$ cat config.mk
export PLATFORM = sky130hd
export DESIGN_NAME = rational_arithmetic_unit
export DESIGN_NICKNAME = d
export VERILOG_FILES = /design/src/rtl/core/rau_pkg.sv /design/src/rtl/core/rational_arithmetic_unit.sv
export SDC_FILE = /design/constraint.sdc
export NUM_CORES = 2
export LEC_CHECK = 0
export ABC_AREA = 1
export BUFFER_PORTS_ARGS = -buffer_cell sky130_fd_sc_hd__buf_2
export CORE_MARGIN = 3
export CORE_UTILIZATION = 35
export DETAILED_ROUTE_END_ITERATION = 10
export HOLD_SLACK_MARGIN = 0.02
export SLEW_MARGIN = 0
export SYNTH_ARGS = -nofsm -noshare
export SYNTH_HDL_FRONTEND = slang
export SYNTH_SLANG_ARGS = --single-unit
$ cat constraint.sdc
create_clock -name clk_i -period 17.6 [get_ports clk_i]
set_input_delay 0 -clock clk_i [delete_from_list [all_inputs] [get_ports clk_i]]
set_output_delay 0 -clock clk_i [all_outputs]
set_load 0.01 [all_outputs]
$ cat src/rtl/core/rau_pkg.sv
// package for the rational arithmetic unit: request codes, payload structs, sequencer states
package rau_pkg;

  localparam int unsigned NumW = 16;
  localparam int unsigned DenW = 15;
  localparam int unsigned ResNumW = 32;
  localparam int unsigned ResDenW = 31;
  localparam int unsigned MagW = 33;

  typedef enum logic [3:0] {
    REQ_ADD = 4'd0,
    REQ_SUB = 4'd1,
    REQ_MUL = 4'd2,
    REQ_DIV = 4'd3,
    REQ_LT  = 4'd4,
    REQ_LE  = 4'd5,
    REQ_GT  = 4'd6,
    REQ_GE  = 4'd7,
    REQ_EQ  = 4'd8,
    REQ_NE  = 4'd9
  } req_type_e;

  typedef struct packed {
    logic [3:0]          req_type;
    logic signed [15:0]  a_num;
    logic [14:0]         a_den;
    logic signed [15:0]  b_num;
    logic [14:0]         b_den;
  } req_t;

  typedef struct packed {
    logic signed [31:0]  res_num;
    logic [30:0]         res_den;
    logic                cmp_true;
    logic                div_zero;
  } rsp_t;

  typedef enum logic [3:0] {
    ST_IDLE,
    ST_MUL1,
    ST_MUL2,
    ST_MUL3,
    ST_COMB,
    ST_GCD,
    ST_DIVN,
    ST_DIVD,
    ST_DONE
  } state_e;

endpackage

$ cat src/rtl/core/rational_arithmetic_unit.sv
// rational arithmetic unit top level: sequencer around a shared multiplier, gcd and divider
//
// Takes one request at a time: two fractions (signed numerator over positive
// denominator) and an operation code. Add, subtract, multiply and divide form the
// cross products on a single shared 17x17 signed multiplier (one product per
// cycle), then reduce by the greatest common divisor found with a binary gcd
// (one shift or subtract-and-shift step per cycle on 33-bit magnitudes), then
// divide numerator and denominator by that divisor with a restoring divider, one
// quotient bit per cycle. A comparison or a zero/error result skips the gcd loop
// and the bit-serial divider, which only a reduced arithmetic result runs
// through. stall_o is high while a request is in work. A finished response sits
// in an output register until taken, so the next request can start meanwhile; a
// zero numerator is not reduced and keeps the raw denominator, a zero denominator
// flags div_zero with zero fields, and unused codes give an all-zero response.
module rational_arithmetic_unit (
  input  logic           clk_i,
  input  logic           rst_ni,
  input  logic           valid_i,
  output logic           stall_o,
  input  rau_pkg::req_t  req_i,
  output logic           valid_o,
  input  logic           stall_i,
  output rau_pkg::rsp_t  rsp_o
);

  localparam int unsigned MW = rau_pkg::MagW;

  rau_pkg::state_e state_q, state_d;
  rau_pkg::req_t   req_q;
  logic signed [33:0] p1_q, p2_q;        // cross products
  logic signed [34:0] n_q;               // raw numerator
  logic signed [33:0] d_q;               // raw denominator
  logic [MW-1:0] un_q, ud_q;             // magnitudes kept for the final divides
  logic [MW-1:0] gx_q, gy_q;             // gcd working pair
  logic [5:0]    gk_q;                   // shared power of two
  logic [MW-1:0] g_q;                    // divisor
  logic [MW-1:0] quo_q;
  logic [MW:0]   rem_q;
  logic [5:0]    cnt_q;
  logic [MW-1:0] qn_q;
  logic          neg_q;
  logic          valid_q;
  rau_pkg::rsp_t rsp_q;                  // response being built
  rau_pkg::rsp_t out_q;                  // response on offer

  // shared multiplier operands
  logic signed [16:0] ma, mb;
  logic signed [33:0] prod;
  logic [MW:0] trial;
  logic [MW-1:0] dividend;

  always_comb begin
    ma = '0;
    mb = '0;
    unique case (state_q)
      rau_pkg::ST_MUL1: begin
        ma = 17'(req_q.a_num);
        mb = (req_q.req_type == rau_pkg::REQ_MUL) ? 17'(req_q.b_num) : $signed({2'b0, req_q.b_den});
      end
      rau_pkg::ST_MUL2: begin
        ma = $signed({2'b0, req_q.a_den});
        mb = (req_q.req_type == rau_pkg::REQ_MUL) ? $signed({2'b0, req_q.b_den})
                                                  : 17'(req_q.b_num);
      end
      rau_pkg::ST_MUL3: begin
        // denominator product for add and subtract
        ma = $signed({2'b0, req_q.a_den});
        mb = $signed({2'b0, req_q.b_den});
      end
      default: ;
    endcase
  end

  assign prod = ma * mb;
  assign dividend = (state_q == rau_pkg::ST_DIVN) ? un_q : ud_q;
  assign trial = {rem_q[MW-1:0], dividend[6'(MW-1) - cnt_q]} - {1'b0, g_q};

  always_comb begin
    state_d = state_q;
    unique case (state_q)
      rau_pkg::ST_IDLE:  if (valid_i) state_d = rau_pkg::ST_MUL1;
      rau_pkg::ST_MUL1:  state_d = rau_pkg::ST_MUL2;
      rau_pkg::ST_MUL2:  state_d = rau_pkg::ST_MUL3;
      rau_pkg::ST_MUL3:  state_d = rau_pkg::ST_COMB;
      rau_pkg::ST_COMB:  state_d = rau_pkg::ST_GCD;
      rau_pkg::ST_GCD:   if (gx_q == gy_q || gy_q == '0) state_d = rau_pkg::ST_DIVN;
      rau_pkg::ST_DIVN:  if (cnt_q == 6'(MW-1)) state_d = rau_pkg::ST_DIVD;
      rau_pkg::ST_DIVD:  if (cnt_q == 6'(MW-1)) state_d = rau_pkg::ST_DONE;
      rau_pkg::ST_DONE:  if (!valid_q) state_d = rau_pkg::ST_IDLE;
      default:           state_d = rau_pkg::ST_IDLE;
    endcase
    if (state_q == rau_pkg::ST_COMB) begin
      if (req_q.req_type > rau_pkg::REQ_DIV || d_q == '0 || n_q == '0)
        state_d = rau_pkg::ST_DONE;
    end
  end

  always_ff @(posedge clk_i or negedge rst_ni) begin
    if (!rst_ni) begin
      state_q <= rau_pkg::ST_IDLE;
      valid_q <= 1'b0;
      out_q   <= '0;
    end else begin
      state_q <= state_d;
      if (valid_q && !stall_i) valid_q <= 1'b0;
      if (state_q == rau_pkg::ST_DONE && !valid_q) begin
        valid_q <= 1'b1;
        out_q   <= rsp_q;
      end
    end
  end

  logic cmp_res;
  logic signed [33:0] lhs, rhs;
  assign lhs = p1_q;
  assign rhs = p2_q;
  always_comb begin
    case (req_q.req_type)
      rau_pkg::REQ_LT: cmp_res = lhs < rhs;
      rau_pkg::REQ_LE: cmp_res = lhs <= rhs;
      rau_pkg::REQ_GT: cmp_res = lhs > rhs;
      rau_pkg::REQ_GE: cmp_res = lhs >= rhs;
      rau_pkg::REQ_EQ: cmp_res = lhs == rhs;
      rau_pkg::REQ_NE: cmp_res = lhs != rhs;
      default:         cmp_res = 1'b0;
    endcase
  end

  always_ff @(posedge clk_i) begin
    unique case (state_q)
      rau_pkg::ST_IDLE: if (valid_i) req_q <= req_i;
      rau_pkg::ST_MUL1: p1_q <= prod;
      rau_pkg::ST_MUL2: p2_q <= prod;
      rau_pkg::ST_MUL3: begin
        // form raw numerator and denominator
        unique case (req_q.req_type)
          rau_pkg::REQ_ADD: begin
            n_q <= 35'(p1_q) + 35'(p2_q);
            d_q <= prod;
          end
          rau_pkg::REQ_SUB: begin
            n_q <= 35'(p1_q) - 35'(p2_q);
            d_q <= prod;
          end
          rau_pkg::REQ_MUL: begin
            n_q <= 35'(p1_q);
            d_q <= p2_q;
          end
          default: begin
            n_q <= 35'(p1_q);
            d_q <= p2_q;
          end
        endcase
      end
      rau_pkg::ST_COMB: begin
        un_q  <= n_q[34] ? MW'(-n_q) : MW'(n_q);
        ud_q  <= d_q[33] ? MW'(-d_q) : MW'(d_q);
        gx_q  <= n_q[34] ? MW'(-n_q) : MW'(n_q);
        gy_q  <= d_q[33] ? MW'(-d_q) : MW'(d_q);
        neg_q <= n_q[34] ^ d_q[33];
        gk_q  <= '0;
        if (req_q.req_type > rau_pkg::REQ_DIV) begin
          rsp_q <= {32'd0, 31'd0, (req_q.req_type <= rau_pkg::REQ_NE) & cmp_res, 1'b0};
        end else if (d_q == '0) begin
          rsp_q <= {32'd0, 31'd0, 1'b0, 1'b1};
        end else if (n_q == '0) begin
          rsp_q <= {32'd0, (d_q[33] ? 31'(-d_q) : 31'(d_q)), 2'b00};
        end else begin
          rsp_q <= '0;
        end
      end
      rau_pkg::ST_GCD: begin
        // binary gcd step
        if (gx_q == gy_q || gy_q == '0) begin
          g_q   <= gx_q << gk_q;
          cnt_q <= '0;
          rem_q <= '0;
        end else if (!gx_q[0] && !gy_q[0]) begin
          gx_q <= gx_q >> 1;
          gy_q <= gy_q >> 1;
          gk_q <= gk_q + 6'd1;
        end else if (!gx_q[0]) begin
          gx_q <= gx_q >> 1;
        end else if (!gy_q[0]) begin
          gy_q <= gy_q >> 1;
        end else if (gx_q > gy_q) begin
          gx_q <= (gx_q - gy_q) >> 1;
        end else begin
          gy_q <= (gy_q - gx_q) >> 1;
        end
      end
      rau_pkg::ST_DIVN, rau_pkg::ST_DIVD: begin
        // restoring division, one bit a cycle
        quo_q <= {quo_q[MW-2:0], ~trial[MW]};
        if (cnt_q == 6'(MW-1)) begin
          cnt_q <= '0;
          rem_q <= '0;
          if (state_q == rau_pkg::ST_DIVN) begin
            qn_q <= {quo_q[MW-2:0], ~trial[MW]};
          end else begin
            rsp_q <= {(neg_q ? -32'(qn_q) : 32'(qn_q)),
                      31'({quo_q[MW-2:0], ~trial[MW]}), 2'b00};
          end
        end else begin
          cnt_q <= cnt_q + 6'd1;
          rem_q <= trial[MW] ? {rem_q[MW-1:0], dividend[6'(MW-1) - cnt_q]} : trial;
        end
      end
      default: ;
    endcase
  end

  assign stall_o = (state_q != rau_pkg::ST_IDLE);
  assign valid_o = valid_q;
  assign rsp_o   = out_q;

`ifndef SYNTHESIS
  a_busy_stall: assert property (@(posedge clk_i) disable iff (!rst_ni)
    (state_q != rau_pkg::ST_IDLE) |-> stall_o) else $error("busy without stall");
  a_out_hold: assert property (@(posedge clk_i) disable iff (!rst_ni)
    (valid_o && stall_i) |=> (valid_o && $stable(rsp_o))) else $error("response dropped");
  a_excl: assert property (@(posedge clk_i) disable iff (!rst_ni)
    valid_o |-> !(rsp_o.cmp_true && rsp_o.div_zero)) else $error("flags both set");
  a_start: assert property (@(posedge clk_i) disable iff (!rst_ni)
    (valid_i && !stall_o) |=> (state_q == rau_pkg::ST_MUL1)) else $error("request lost");
`endif

endmodule

==> metrics.yaml <==
run_status:
  outcome: "finished clean"
clocking:
  htree_num_levels: 3
  clkSlewWorstSetupHoldPaths_ps: 70
  tritoncts: "yes"
  cts_sinks: 612
  clock_insertion_delay_at_the_later_pin_of_the_skew_report_ps: 660
  clock-root-buffer: "clkbuf_16"
  post_cts_setup_buffers: 0
  post_cts_resize_count: 0
  max-clock-path-buffers: 3
  numCtsBuffers: 71
setup_path:
  r2r_start: "state_q[3]"
  r2r-end: "d_q[20]"
  crit_path_max_incr_delay_ps: 550
  timing.setup.critical_path_class: "register to register"
  setup.worst_path.end_class: "register"
  crit_path_max_fanout: 37
  number_of_cell_instances_on_the_worst_register_to_register_path: 29
  critical_path.slowest_cell: "fa_1"
  start_kind: "register"
  cp.required_ps: 17980
  timing.critical_path.arrival_ps: 9190
  cpMostUsedCell: "fa_1"
  reg2reg_setup_slack_ps: 8790
global_route:
  grt_pass1_wl_um: 256000
  grt_max_degree: 95
  grt_overflow_total: 0
  number_of_global_route_vias_before_repair: 41373
  grt_antenna_before_repair: 3
  total_global_routing_track_utilization: 0.227
die:
  fp.dieArea_sq_mm: 0.147
  floorplan.rows: 138
  floorplan.io_pins: 137
  floorplan.initialDensity: 0.353
  core_area_sq_mm: 0.142
  die_span_in_y_um: 384
  die_width_um: 384
timing:
  clock-skew-final_ps: 39.4
  final.min_clock_period_ps: 8810
  setup_viol_count_final: 0
  slew-limit-headroom: 0.294
  fin_worst_hold_slack_ps: 63.0
  grt_setup_unrepaired: "no"
  max_slew_violation_count: 0
  timing_worst_slew_pin_value_ps: 1060
  sum_of_negative_setup_slack_ps: 0
  max_freq_mhz: 114
  finalCritPeriodShare: 0.501
  timing_hold_violations_final: 0
  worst_slack_ps: 8790
place:
  numPortBuffers: 136
  dp.cells: 7946
  placement.cell_area_sq_mm: 0.0525
  gpl_congestion: 0.966
  post-place-ws_ps: 8960
  detailed_place_hpwl_um: 134000
yosys:
  yosysWarningCount: 0
  yosysSeqAreaShare: 0.361
  netlist-cell-type-count: 65
  yosys_register_bits: 612
  netlist.top_cell.by_area: "edfxtp_1"
  syn_avg_cell_area_sq_um: 8.23
  post_synth_top_area_share: 0.326
  asyncSetResetFlopFracSynth: 0.114
  synth-main-ff-cell: "edfxtp_1"
  synthCells: 6076
  synth_area_leaders: "edfxtp_1 (33%), fa_1 (12%), nand2_1 (9.1%), inv_1 (8.5%), ha_1 (6.5%)"
  count_of_flip_flops_with_a_built_in_enable_after_synthesis: 542
  post_synthesis_cell_area_sq_mm: 0.0500
  yosys.cell_count.top_type: "nand2_1"
  synthesis.nets: 6696
  synth_commonest_cells: "nand2_1 (1216), inv_1 (1128), nor2_1 (595), edfxtp_1 (542), o21ai_0 (372)"
route:
  detailed_route_vias_per_instance: 5.16
  wl_per_cell_um: 20.5
  first_pass_iters: 6
  detail_route.drc_violations: 0
  vias_post_dr: 42241
  ant_nets: 0
  initial_drt_markers: 4007
  wl_um: 168000
cells_and_area:
  final.fill_count: 14358
  register_area_sq_mm: 0.0180
  fin_area_sq_mm: 0.0561
  drive_gt1_frac: 0.0760
  layout-area-overhead-vs-synth_pct: 12.1
  instances_no_fill: 8181
  final_core_util: 0.395
  multiInputGateArea_sq_mm: 0.0268
  layout.nets: 6853
hold_path:
  hp-class: "input port to register"
  holdPathEnd: "req_q[64]"
  holdCritStartpoint: "req_i[64]"
  hold_depth: 2
power_and_ir_drop:
  power.density_cell_area_mw_per_mm2: 184
  total_power_mw: 10.3
  ir_drop_mv: 0.102
  total_leakage_power_nw: 25.8
job:
  drv_cap: 0
critical path: cells and delay by family (launching register included):
family	cells	cell delay (ps)
buffers and inverters	6	920
AND/OR/NAND/NOR	7	1220
adder cells (fa/ha/maj)	7	3190
flip-flops	1	460
AO/OA/AOI/OAI	8	2410
XOR/XNOR	1	310
report_power, final:
group	internal, mW	switching [mW]	total, mW
combinational	1.82	4.31	6.14
sequential	2.26	0.313	2.58
clock	0.930	0.668	1.60
area by class of cell:
class / count / area share
inverters: 1151 / 0.0771
multi-input cells: 4118 / 0.478
well taps: 1890 / 0.0422
flip-flops and latches: 612 / 0.322
clock inverters: 46 / 0.0121
clock buffers: 83 / 0.0329
repair buffers: 279 / 0.0360
diodes: 2 / 0.0000893
per-layer routing:
layer  global-route usage  up-vias  share of wire
li1                     -    19925              -
met1                0.311    20640           0.44
met2                0.373     1464           0.47
met3               0.0284      212          0.065
met4               0.0692        0          0.030
met5                    0        -              0
flip-flops by register name, indices dropped and copies added (netlist names), 34 cells and up:
signal	cells
p2_q	34
n_q	35
d_q	34
req_q	66
rsp_o	65
lhs	34
rsp_q	65
layout by cell type (no fill, tap or decap), types with 11 or more instances in the layout:
| cell type | n |
|---|---|
| a21boi_0 | 11 |
| a21o_1 | 18 |
| a21oi_1 | 365 |
| a22oi_1 | 20 |
| a31oi_1 | 23 |
| buf_2 | 135 |
| buf_4 | 40 |
| bufinv_16 | 11 |
| clkbuf_16 | 71 |
| clkinv_1 | 13 |
| dfrtp_1 | 70 |
| dlygate4sd3_1 | 104 |
| edfxtp_1 | 542 |
| fa_1 | 292 |
| ha_1 | 258 |
| inv_1 | 1124 |
| inv_2 | 20 |
| mux2_2 | 65 |
| mux2i_1 | 14 |
| nand2_1 | 1214 |
| nand3_1 | 298 |
| nand3b_1 | 12 |
| nand4_1 | 48 |
| nor2_1 | 587 |
| nor2_4 | 13 |
| nor3_1 | 67 |
| nor4_1 | 16 |
| o211ai_1 | 35 |
| o21a_1 | 12 |
| o21ai_0 | 372 |
| o21ai_1 | 17 |
| o21ai_2 | 16 |
| o21bai_1 | 40 |
| o22ai_1 | 13 |
| or2_2 | 34 |
| xnor2_1 | 32 |
| xor2_1 | 131 |
worst max path at each step:
stage	from	slack [ps]	endpoint	depth (start not counted)
2_1_floorplan	state_q[3]	7860	d_q[31]	29
3_3_place_gp	state_q[3]	9120	d_q[30]	30
3_5_place_dp	state_q[3]	8960	d_q[32]	30
4_1_cts	state_q[3]	8900	d_q[32]	30
5_1_grt	state_q[3]	8220	d_q[32]	30
6_report	state_q[3]	8790	d_q[20]	29
cell families after synthesis:
family / Yosys count / share of synthesized area
adders and majority gates: 550 / 0.181
xor gates and xnor gates: 163 / 0.0286
and+or+nand+nor: 2332 / 0.193
buffers and inverters: 1346 / 0.105
DFF: 612 / 0.361
AOI/OAI and AO/OA: 994 / 0.114
muxes: 79 / 0.0174
repair_timing:
action / 4_1_cts / 5_1_grt
hold buffers: 104 / 0
endpoints found under the setup margin: 0 / 0
hold endpoints to repair: 137 / 0
Note: power is estimated with default switching activity, not from simulation.
